**src/hw/rtl/exlex_pkg.sv**
```systemverilog
// types, constants and character codes shared by the expression lexer
`default_nettype none

package exlex_pkg;

    localparam int POS_WIDTH  = 16;
    localparam int MANT_WIDTH = 32;
    localparam int FRAC_WIDTH = 8;
    localparam int KIND_WIDTH = 4;
    localparam int MAX_TOKENS = 3;
    localparam int FIFO_DEPTH = 4;
    localparam int FIFO_AW    = $clog2(FIFO_DEPTH);
    localparam int CNT_WIDTH  = $clog2(FIFO_DEPTH + 1);
    localparam int TOK_CNT_W  = $clog2(MAX_TOKENS + 1);

    localparam logic [MANT_WIDTH-1:0] MANT_MAX = {MANT_WIDTH{1'b1}};
    localparam logic [FRAC_WIDTH-1:0] FRAC_MAX = {FRAC_WIDTH{1'b1}};

    localparam logic [7:0] CH_PLUS   = 8'h2B;
    localparam logic [7:0] CH_MINUS  = 8'h2D;
    localparam logic [7:0] CH_STAR   = 8'h2A;
    localparam logic [7:0] CH_SLASH  = 8'h2F;
    localparam logic [7:0] CH_LPAREN = 8'h28;
    localparam logic [7:0] CH_RPAREN = 8'h29;
    localparam logic [7:0] CH_DOT    = 8'h2E;
    localparam logic [7:0] CH_SPACE  = 8'h20;
    localparam logic [7:0] CH_TAB    = 8'h09;
    localparam logic [7:0] CH_CR     = 8'h0D;
    localparam logic [7:0] CH_ZERO   = 8'h30;
    localparam logic [7:0] CH_NINE   = 8'h39;
    localparam logic [7:0] CH_UP_A   = 8'h41;
    localparam logic [7:0] CH_UP_Z   = 8'h5A;
    localparam logic [7:0] CH_LO_A   = 8'h61;
    localparam logic [7:0] CH_LO_Z   = 8'h7A;

    typedef enum logic [KIND_WIDTH-1:0] {
        KIND_PLUS   = 4'd0,
        KIND_MINUS  = 4'd1,
        KIND_STAR   = 4'd2,
        KIND_SLASH  = 4'd3,
        KIND_LPAREN = 4'd4,
        KIND_RPAREN = 4'd5,
        KIND_NUMBER = 4'd6,
        KIND_IDENT  = 4'd7,
        KIND_END    = 4'd8,
        KIND_ERROR  = 4'd9
    } t_kind;

    typedef enum logic [3:0] {
        MODE_IDLE  = 4'b0001,
        MODE_NUM   = 4'b0010,
        MODE_IDENT = 4'b0100,
        MODE_ERR   = 4'b1000
    } t_mode;

    typedef logic [POS_WIDTH-1:0] t_pos;

    typedef struct packed {
        logic                  seen_dot;
        logic                  seen_digit;
        logic [MANT_WIDTH-1:0] accum;
        logic [FRAC_WIDTH-1:0] frac;
        logic                  sat;
    } t_num;

    typedef struct packed {
        t_kind                 kind;
        t_pos                  start_pos;
        t_pos                  token_len;
        logic [MANT_WIDTH-1:0] mantissa;
        logic [FRAC_WIDTH-1:0] frac_digits;
        logic                  overflow;
        logic                  last_result;
    } t_token;

endpackage

`default_nettype wire

```
**src/hw/rtl/exlex_if.sv**
```systemverilog
// character and token channel interfaces of the expression lexer
`default_nettype none

interface exlex_char_if;
    logic       valid;
    logic       ready;
    logic [7:0] ch;
    logic       last_char;

    modport source (output valid, output ch, output last_char, input ready);
    modport sink   (input valid, input ch, input last_char, output ready);
endinterface

interface exlex_token_if;
    logic                             valid;
    logic                             ready;
    logic [exlex_pkg::KIND_WIDTH-1:0] kind;
    logic [exlex_pkg::POS_WIDTH-1:0]  start_pos;
    logic [exlex_pkg::POS_WIDTH-1:0]  token_len;
    logic [exlex_pkg::MANT_WIDTH-1:0] mantissa;
    logic [exlex_pkg::FRAC_WIDTH-1:0] frac_digits;
    logic                             overflow;
    logic                             last_result;

    modport source (output valid, output kind, output start_pos, output token_len,
                    output mantissa, output frac_digits, output overflow,
                    output last_result, input ready);
    modport sink   (input valid, input kind, input start_pos, input token_len,
                    input mantissa, input frac_digits, input overflow,
                    input last_result, output ready);
endinterface

`default_nettype wire

```
**src/hw/rtl/expression_lexer_top.sv**
```systemverilog
// expression lexer: one character per transaction in, tokens out
//
// i_char carries one ASCII byte and a last_char flag per transaction; o_token
// carries one token per transaction (kind, start position, length, decimal
// mantissa, fraction digit count, overflow flag, last_result flag).
// each accepted character is classified and the lexer state updated in the
// same cycle; the zero to three tokens it causes are written into a four
// entry token queue, which is registered, and are presented on o_token in
// order from its head.
// a character is taken in every cycle while at most one token waits in the
// queue, so a stream of characters that cause one token or none each runs
// at one character per cycle while o_token does not stall; a character that
// causes several tokens sends them in turn, which sets the sustained rate.
// when the receiver stalls the queue fills and i_char.ready drops once two
// or more tokens wait; no token is lost or repeated.
// the character after last_char starts a new string at position zero.
// reset clears the lexer state, the position counter and the queue.
`default_nettype none

module expression_lexer_top (
    input  wire                   i_clk,
    input  wire                   i_rst_n,
    exlex_char_if.sink            i_char,
    exlex_token_if.source         o_token
);

    exlex_pkg::t_mode                  r_mode, n_mode;
    exlex_pkg::t_num                   r_num, n_num;
    exlex_pkg::t_pos                   r_pos, n_pos;
    exlex_pkg::t_pos                   r_start, n_start;

    exlex_pkg::t_token                 s_res [exlex_pkg::MAX_TOKENS];
    logic [exlex_pkg::TOK_CNT_W-1:0]   s_nres;

    exlex_pkg::t_token                 r_fifo [exlex_pkg::FIFO_DEPTH];
    logic [exlex_pkg::FIFO_AW-1:0]     r_wr_ptr, r_rd_ptr;
    logic [exlex_pkg::CNT_WIDTH-1:0]   r_cnt, n_cnt;

    logic s_accept;
    logic s_pop;
    logic s_digit, s_alpha, s_space, s_dot;

    function automatic exlex_pkg::t_num f_add_digit(exlex_pkg::t_num num, logic [3:0] d);
        exlex_pkg::t_num                 res;
        logic [exlex_pkg::MANT_WIDTH+3:0] wide;
        res  = num;
        wide = {1'b0, num.accum, 3'b000} + {3'b000, num.accum, 1'b0}
             + {{exlex_pkg::MANT_WIDTH{1'b0}}, d};
        if (wide > {4'b0000, exlex_pkg::MANT_MAX}) begin
            res.accum = exlex_pkg::MANT_MAX;
            res.sat   = 1'b1;
        end else begin
            res.accum = wide[exlex_pkg::MANT_WIDTH-1:0];
        end
        if (num.seen_dot) begin
            if (num.frac == exlex_pkg::FRAC_MAX) begin
                res.sat = 1'b1;
            end else begin
                res.frac = num.frac + 1'b1;
            end
        end
        res.seen_digit = 1'b1;
        return res;
    endfunction

    function automatic exlex_pkg::t_token f_tok(exlex_pkg::t_kind kind, exlex_pkg::t_pos start,
                                                exlex_pkg::t_pos len);
        exlex_pkg::t_token t;
        t             = '0;
        t.kind        = kind;
        t.start_pos   = start;
        t.token_len   = len;
        return t;
    endfunction

    function automatic exlex_pkg::t_token f_finish(exlex_pkg::t_num num, exlex_pkg::t_pos start,
                                                   exlex_pkg::t_pos len);
        exlex_pkg::t_token t;
        if (num.seen_digit) begin
            t             = f_tok(exlex_pkg::KIND_NUMBER, start, len);
            t.mantissa    = num.accum;
            t.frac_digits = num.frac;
            t.overflow    = num.sat;
        end else begin
            t = f_tok(exlex_pkg::KIND_ERROR, start, len);
        end
        return t;
    endfunction

    assign s_digit = (i_char.ch >= exlex_pkg::CH_ZERO) && (i_char.ch <= exlex_pkg::CH_NINE);
    assign s_alpha = ((i_char.ch >= exlex_pkg::CH_UP_A) && (i_char.ch <= exlex_pkg::CH_UP_Z))
                  || ((i_char.ch >= exlex_pkg::CH_LO_A) && (i_char.ch <= exlex_pkg::CH_LO_Z));
    assign s_space = (i_char.ch == exlex_pkg::CH_SPACE)
                  || ((i_char.ch >= exlex_pkg::CH_TAB) && (i_char.ch <= exlex_pkg::CH_CR));
    assign s_dot   = (i_char.ch == exlex_pkg::CH_DOT);

    // per-character lexer step
    always_comb begin
        logic            v_taken;
        exlex_pkg::t_pos v_pos_inc;
        exlex_pkg::t_token v_tok;
        n_mode    = r_mode;
        n_num     = r_num;
        n_start   = r_start;
        v_taken   = 1'b0;
        v_pos_inc = r_pos + 1'b1;
        v_tok     = '0;
        s_nres    = '0;
        for (int k = 0; k < exlex_pkg::MAX_TOKENS; k++) begin
            s_res[k] = '0;
        end

        case (r_mode)
            exlex_pkg::MODE_NUM: begin
                if (s_digit) begin
                    n_num   = f_add_digit(n_num, i_char.ch[3:0]);
                    v_taken = 1'b1;
                end else if (s_dot && !n_num.seen_dot) begin
                    n_num.seen_dot = 1'b1;
                    v_taken        = 1'b1;
                end else begin
                    s_res[s_nres] = f_finish(n_num, n_start, r_pos - n_start);
                    s_nres        = s_nres + 1'b1;
                    n_mode        = n_num.seen_digit ? exlex_pkg::MODE_IDLE
                                                     : exlex_pkg::MODE_ERR;
                    n_num         = '0;
                end
            end
            exlex_pkg::MODE_IDENT: begin
                if (s_alpha) begin
                    v_taken = 1'b1;
                end else begin
                    s_res[s_nres] = f_tok(exlex_pkg::KIND_IDENT, n_start, r_pos - n_start);
                    s_nres        = s_nres + 1'b1;
                    n_mode        = exlex_pkg::MODE_IDLE;
                end
            end
            default: ;
        endcase

        if (!v_taken && n_mode == exlex_pkg::MODE_IDLE) begin
            case (i_char.ch)
                exlex_pkg::CH_PLUS:
                    v_tok = f_tok(exlex_pkg::KIND_PLUS,   r_pos, exlex_pkg::t_pos'(1));
                exlex_pkg::CH_MINUS:
                    v_tok = f_tok(exlex_pkg::KIND_MINUS,  r_pos, exlex_pkg::t_pos'(1));
                exlex_pkg::CH_STAR:
                    v_tok = f_tok(exlex_pkg::KIND_STAR,   r_pos, exlex_pkg::t_pos'(1));
                exlex_pkg::CH_SLASH:
                    v_tok = f_tok(exlex_pkg::KIND_SLASH,  r_pos, exlex_pkg::t_pos'(1));
                exlex_pkg::CH_LPAREN:
                    v_tok = f_tok(exlex_pkg::KIND_LPAREN, r_pos, exlex_pkg::t_pos'(1));
                exlex_pkg::CH_RPAREN:
                    v_tok = f_tok(exlex_pkg::KIND_RPAREN, r_pos, exlex_pkg::t_pos'(1));
                default:
                    v_tok = f_tok(exlex_pkg::KIND_ERROR,  r_pos, exlex_pkg::t_pos'(1));
            endcase
            if (v_tok.kind != exlex_pkg::KIND_ERROR) begin
                s_res[s_nres] = v_tok;
                s_nres        = s_nres + 1'b1;
            end else if (s_digit || s_dot) begin
                n_mode  = exlex_pkg::MODE_NUM;
                n_start = r_pos;
                n_num   = '0;
                if (s_digit) begin
                    n_num = f_add_digit(n_num, i_char.ch[3:0]);
                end else begin
                    n_num.seen_dot = 1'b1;
                end
            end else if (s_alpha) begin
                n_mode  = exlex_pkg::MODE_IDENT;
                n_start = r_pos;
            end else if (!s_space) begin
                s_res[s_nres] = v_tok;
                s_nres        = s_nres + 1'b1;
                n_mode        = exlex_pkg::MODE_ERR;
            end
        end

        n_pos = v_pos_inc;
        if (i_char.last_char) begin
            if (n_mode == exlex_pkg::MODE_NUM) begin
                s_res[s_nres] = f_finish(n_num, n_start, v_pos_inc - n_start);
                s_nres        = s_nres + 1'b1;
            end else if (n_mode == exlex_pkg::MODE_IDENT) begin
                s_res[s_nres] = f_tok(exlex_pkg::KIND_IDENT, n_start, v_pos_inc - n_start);
                s_nres        = s_nres + 1'b1;
            end
            s_res[s_nres] = f_tok(exlex_pkg::KIND_END, v_pos_inc, '0);
            s_nres        = s_nres + 1'b1;
            n_mode        = exlex_pkg::MODE_IDLE;
            n_num         = '0;
            n_pos         = '0;
            n_start       = '0;
        end

        if (s_nres != '0) begin
            s_res[s_nres - 1'b1].last_result = 1'b1;
        end
    end

    assign i_char.ready = (r_cnt < exlex_pkg::CNT_WIDTH'(2));
    assign s_accept     = i_char.valid && i_char.ready;
    assign s_pop        = o_token.valid && o_token.ready;

    always_comb begin
        n_cnt = r_cnt - exlex_pkg::CNT_WIDTH'(s_pop);
        if (s_accept) begin
            n_cnt = n_cnt + exlex_pkg::CNT_WIDTH'(s_nres);
        end
    end

    always_ff @(posedge i_clk) begin
        if (!i_rst_n) begin
            r_mode   <= exlex_pkg::MODE_IDLE;
            r_num    <= '0;
            r_pos    <= '0;
            r_start  <= '0;
            r_cnt    <= '0;
            r_wr_ptr <= '0;
            r_rd_ptr <= '0;
        end else begin
            r_cnt <= n_cnt;
            if (s_accept) begin
                r_mode   <= n_mode;
                r_num    <= n_num;
                r_pos    <= n_pos;
                r_start  <= n_start;
                r_wr_ptr <= r_wr_ptr + exlex_pkg::FIFO_AW'(s_nres);
            end
            if (s_pop) begin
                r_rd_ptr <= r_rd_ptr + 1'b1;
            end
        end
    end

    always_ff @(posedge i_clk) begin
        if (s_accept) begin
            for (int k = 0; k < exlex_pkg::MAX_TOKENS; k++) begin
                if (k < int'(s_nres)) begin
                    r_fifo[r_wr_ptr + exlex_pkg::FIFO_AW'(k)] <= s_res[k];
                end
            end
        end
    end

    assign o_token.valid       = (r_cnt != '0);
    assign o_token.kind        = r_fifo[r_rd_ptr].kind;
    assign o_token.start_pos   = r_fifo[r_rd_ptr].start_pos;
    assign o_token.token_len   = r_fifo[r_rd_ptr].token_len;
    assign o_token.mantissa    = r_fifo[r_rd_ptr].mantissa;
    assign o_token.frac_digits = r_fifo[r_rd_ptr].frac_digits;
    assign o_token.overflow    = r_fifo[r_rd_ptr].overflow;
    assign o_token.last_result = r_fifo[r_rd_ptr].last_result;

`ifndef SYNTH
    a_cnt_bound: assert property (@(posedge i_clk) disable iff (!i_rst_n)
        r_cnt <= exlex_pkg::CNT_WIDTH'(exlex_pkg::FIFO_DEPTH))
        else $error("token queue count out of range");

    a_reset_empty: assert property (@(posedge i_clk)
        !i_rst_n |=> (r_cnt == '0) && (r_pos == '0))
        else $error("queue or position not cleared by reset");

    a_end_is_last: assert property (@(posedge i_clk) disable iff (!i_rst_n)
        (s_pop && o_token.kind == exlex_pkg::KIND_END) |-> o_token.last_result)
        else $error("end token without last_result");

    a_last_restarts: assert property (@(posedge i_clk) disable iff (!i_rst_n)
        (s_accept && i_char.last_char) |=> (r_pos == '0) && (r_mode == exlex_pkg::MODE_IDLE))
        else $error("string end did not restart the lexer");

    a_non_number_clean: assert property (@(posedge i_clk) disable iff (!i_rst_n)
        (s_pop && o_token.kind != exlex_pkg::KIND_NUMBER)
            |-> (o_token.mantissa == '0) && !o_token.overflow
                && (o_token.frac_digits == '0))
        else $error("number fields set on a non-number token");
`endif

endmodule

`default_nettype wire
```
**src/flat_wrapper.sv**
```systemverilog
// flat-port wrapper written by rule: the top's interface ports become plain ports
module expression_lexer_top_flat 
  (i_clk, i_rst_n, i_char_valid, i_char_ch, i_char_last_char, i_char_ready, o_token_valid, o_token_kind, o_token_start_pos, o_token_token_len, o_token_mantissa, o_token_frac_digits, o_token_overflow, o_token_last_result, o_token_ready);
  exlex_char_if i_char_i ();
  exlex_token_if o_token_i ();
  input  wire i_clk;
  input  wire i_rst_n;
  input wire logic [$bits(i_char_i.valid)-1:0] i_char_valid;
  input wire logic [$bits(i_char_i.ch)-1:0] i_char_ch;
  input wire logic [$bits(i_char_i.last_char)-1:0] i_char_last_char;
  output wire logic [$bits(i_char_i.ready)-1:0] i_char_ready;
  output wire logic [$bits(o_token_i.valid)-1:0] o_token_valid;
  output wire logic [$bits(o_token_i.kind)-1:0] o_token_kind;
  output wire logic [$bits(o_token_i.start_pos)-1:0] o_token_start_pos;
  output wire logic [$bits(o_token_i.token_len)-1:0] o_token_token_len;
  output wire logic [$bits(o_token_i.mantissa)-1:0] o_token_mantissa;
  output wire logic [$bits(o_token_i.frac_digits)-1:0] o_token_frac_digits;
  output wire logic [$bits(o_token_i.overflow)-1:0] o_token_overflow;
  output wire logic [$bits(o_token_i.last_result)-1:0] o_token_last_result;
  input wire logic [$bits(o_token_i.ready)-1:0] o_token_ready;
  assign i_char_i.valid = i_char_valid;
  assign i_char_i.ch = i_char_ch;
  assign i_char_i.last_char = i_char_last_char;
  assign i_char_ready = i_char_i.ready;
  assign o_token_valid = o_token_i.valid;
  assign o_token_kind = o_token_i.kind;
  assign o_token_start_pos = o_token_i.start_pos;
  assign o_token_token_len = o_token_i.token_len;
  assign o_token_mantissa = o_token_i.mantissa;
  assign o_token_frac_digits = o_token_i.frac_digits;
  assign o_token_overflow = o_token_i.overflow;
  assign o_token_last_result = o_token_i.last_result;
  assign o_token_i.ready = o_token_ready;
  expression_lexer_top u_core (.i_clk(i_clk), .i_rst_n(i_rst_n), .i_char(i_char_i), .o_token(o_token_i));
endmodule
```
**config.mk**
```make
export PLATFORM = sky130hd
export DESIGN_NAME = expression_lexer_top_flat
export DESIGN_NICKNAME = d
export VERILOG_FILES = /design/src/hw/rtl/exlex_pkg.sv /design/src/hw/rtl/exlex_if.sv /design/src/hw/rtl/expression_lexer_top.sv /design/src/flat_wrapper.sv
export SDC_FILE = /design/constraint.sdc
export NUM_CORES = 1
export LEC_CHECK = 0
export ABC_CLOCK_PERIOD_IN_PS = 15800
export BUFFER_PORTS_ARGS = -buffer_cell sky130_fd_sc_hd__buf_2
export CORE_MARGIN = 2
export CORE_UTILIZATION = 55
export DETAILED_ROUTE_END_ITERATION = 16
export PLACE_DENSITY = 0.72
export SLEW_MARGIN = 15
export SYNTH_ARGS = -nofsm -noshare
export SYNTH_HDL_FRONTEND = slang
export SYNTH_SLANG_ARGS = --single-unit
```
**constraint.sdc**
```tcl
create_clock -name i_clk -period 15.8 [get_ports i_clk]
set_clock_uncertainty 0.2 [all_clocks]
set_input_delay 2.37 -clock i_clk [delete_from_list [all_inputs] [get_ports i_clk]]
set_output_delay 2.37 -clock i_clk [all_outputs]
set_load 0.02 [all_outputs]
```
==> results.sh <==
export IMPL_firstDrtPassIters=7
export IMPL_die_y_um=220
export IMPL_cp_cell_sequence="buf_2, nor4bb_1, nand2_1, nand3_2, and2_1, clkinv_1, ha_1, a311o_2, ha_1, nor2_1, nor2_1, ha_1, o32ai_4, inv_2, or3_1, nor2_1, nor2_4, nand2_4, buf_4"
export IMPL_synth_edff_count=312
export IMPL_ctsResizeCount=0
export IMPL_cts_buffers=43
export IMPL_worst_ep_required_time_ps=15800
export IMPL_core_area_mm2=0.0456
export IMPL_layout_drive_gt1_share=0.141
export IMPL_cts_tree="yes"
export IMPL_syn_area_per_cell_um2=10.2
export IMPL_ys_seq_area_frac=0.436
export IMPL_finalNetCount=2609
export IMPL_ys_ff_latch=400
export IMPL_synthCells=2500
export IMPL_die_x_um=220
export IMPL_async_flop_share=0
export IMPL_hold_buffers=0
export IMPL_grt_pass1_wl_um=131000
export IMPL_hold_violations=0
export IMPL_syn_to_final_growth_pct=8.70
export IMPL_finalPower_mw=3.54
export IMPL_dp_slack_ps=6090
export IMPL_setup_viol=0
export IMPL_root_buffer="clkbuf_16"
export IMPL_via_count=22800
export IMPL_mappedNetlistArea_mm2=0.0256
export IMPL_grt_start_max_net_pins=77
export IMPL_viasPerCell=7.30
export IMPL_use_met2=0.487
export IMPL_die_area_mm2=0.0482
export IMPL_gp_congestion=1.03
export IMPL_routed_wl_um=89300
export IMPL_wl_per_cell_um=28.6
export IMPL_synth_distinct_cells=100
export IMPL_yosys_top_cells_count="edfxtp_1, nand2_1, o22ai_1"
export IMPL_synth_top_flop_cell="edfxtp_1"
export IMPL_p_leak_nw=9.61
export IMPL_met1_usage=0.531
export IMPL_cp_max_fo=53
export IMPL_path_buf_inv=4
export IMPL_synth_top_area_frac=0.367
export IMPL_fmax_mhz=108
export IMPL_finalMaxSlewViolations=0
export IMPL_antenna_found_initial=0
export IMPL_crit_family="simple AND/OR/NAND/NOR gates"
export IMPL_htreeDepth=2
export IMPL_tightestPinTransition_ps=1290
export IMPL_cts_setup_buffers=0
export IMPL_utilization=0.610
export IMPL_end_kind="register"
export IMPL_period_share=0.588
export IMPL_p_int_mw=2.26
export IMPL_clkPwrFrac=0.283
export IMPL_io_buffer_count=92
export IMPL_insertion_delay_ps=580
export IMPL_io_pins=93
export IMPL_fin_ws_ps=6510
export IMPL_cp_slowest_cell="clkinv_1"
export IMPL_use_met3=0.170
export IMPL_powerDensity_mw_per_mm2=127
export IMPL_yosys_area_top_type="edfxtp_1"
export IMPL_post_route_drc_count=0
export IMPL_final_cells=3118
export IMPL_switching_power_mw=1.28
export IMPL_ir_worst_vdd_mv=0.130
export IMPL_diodes=0
export IMPL_grt_ovfl_total=0
export IMPL_rows=78
export IMPL_run_status="finished, final reports clean"
export IMPL_yosysWarningCount=0
export IMPL_yosysMostFrequentCell="edfxtp_1"
export IMPL_start_util=0.561
export IMPL_rsz0062_at_grt="no"
export IMPL_cp_data_arrival_time_ps=9290
export IMPL_clk_pin_slew_worst_paths_ps=60
export IMPL_ant_nets=0
export IMPL_synth_area_leaders="edfxtp_1, dfxtp_1, mux4_2, ha_1, o22ai_1"
export IMPL_path_class="in -> reg"
export IMPL_drt_iter0_markers=3901
export IMPL_synth_fp_nets=2624
export IMPL_clock_sinks=400
export IMPL_p_comb_frac=0.324
export IMPL_setup_tns_ps=0
export IMPL_p_seq_frac=0.393
export IMPL_track_usage=0.364
export IMPL_first_global_vias=20700
export IMPL_cts_path_max_buffers=3
export IMPL_dp_hpwl_um=60900
export IMPL_grt_busiest_layer="met1"
export IMPL_maxCapViolations=0
export IMPL_slew_headroom=0.137
export IMPL_crit_path_start_kind="input port"
export IMPL_min_path_type="reg -> reg"
export IMPL_place_inst=3039
export IMPL_cp_slowest_stage_delay_ps=730
export IMPL_period_needed_ps=9290
export IMPL_swShare=0.361
per-layer routing:
metal  vias up  share of wire
met5         -              0
met4         0          0.023
met3       173           0.18
met2      1723           0.40
met1     11100           0.40
li1       9800              -
power groups by stage:
stage | registers, mW | logic [mW] | clock network [mW]
6_report | 1.39 | 1.15 | 1.00
3_5_place_dp | 1.41 | 1.12 | 0
3_3_place_gp | 1.40 | 1.12 | 0
5_1_grt | 1.40 | 1.20 | 1.04
4_1_cts | 1.39 | 1.13 | 0.998
2_1_floorplan | 1.38 | 0.765 | 0
state kept, by name, summed over array words and instances, names as in the netlist, named ones only:
name / flops
u_core.r_cnt: 3
u_core.r_fifo: 312
u_core.r_mode: 4
u_core.r_num: 43
u_core.r_pos: 16
u_core.r_rd_ptr: 2
u_core.r_start: 16
u_core.r_wr_ptr: 2
per-stage QoR:
step,hold WS [ps],cell area (um2)
after CTS,340,27800
after global placement,288,26400
after floorplan,264,25600
final,342,27800
after global routing,368,27800
after detailed placement,332,26400
placed cells by master, fill, tap and decap left out, drive strengths merged, types with 28 or more instances in the layout:
master,instances
a32o,53
ha,106
a21oi,137
inv,57
clkbuf,56
a21o,31
nor2,161
nor2b,40
edfxtp,312
a22oi,44
o21ai,124
o221ai,84
o22ai,189
nand3,44
nor3,52
and2,41
xor2,28
mux4,78
xnor2,48
dfxtp,88
nand2,279
buf,139
cells by family (layout without fill, tap and decap cells):
logic type,after synthesis,count (layout),synth area share
adder cells (fa/ha/maj),111,111,0.0558
multiplexers,95,95,0.0756
XOR/XNOR,76,76,0.0268
flip-flops,400,400,0.436
AO/OA/AOI/OAI,850,850,0.234
AND/OR/NAND/NOR,710,710,0.131
buffers and inverters,258,276,0.0409
worst register-to-register path, cell delays in order, from the launching register on:
cell      delay [ps]
dfxtp_1          500
nor3_1           120
and2_1           320
nand3_2          240
and2_1           320
clkinv_1         730
ha_1             600
a311o_2          410
ha_1             310
nor2_1            40
nor2_1           200
ha_1             300
o32ai_4          360
inv_2            150
or3_1            660
nor2_1           320
nor2_4            70
nand2_4          390
buf_4            720
final timing paths:
kind | from | end | slack [ps] | cells after the start
worst max-delay path | i_char_ch[4] | u_core.r_fifo[0][72] | 6510 | 19
worst min-delay path | u_core.r_num[41] | u_core.r_num[41] | 340 | 2
worst max register to register | u_core.r_mode[2] | u_core.r_fifo[0][72] | 8320 | 18
worst min register to register | u_core.r_num[41] | u_core.r_num[41] | 340 | 2
area by class of cell:
type	count	area, um2
Fill cell	3659	17800
Multi-Input combinational cell	1842	13500
Sequential cell	400	11100
Clock buffer	55	1120
Timing Repair Buffer	140	821
Tap cell	600	751
Clock inverter	23	233
Inverter	58	218
Power figures use the tool's default switching activity.
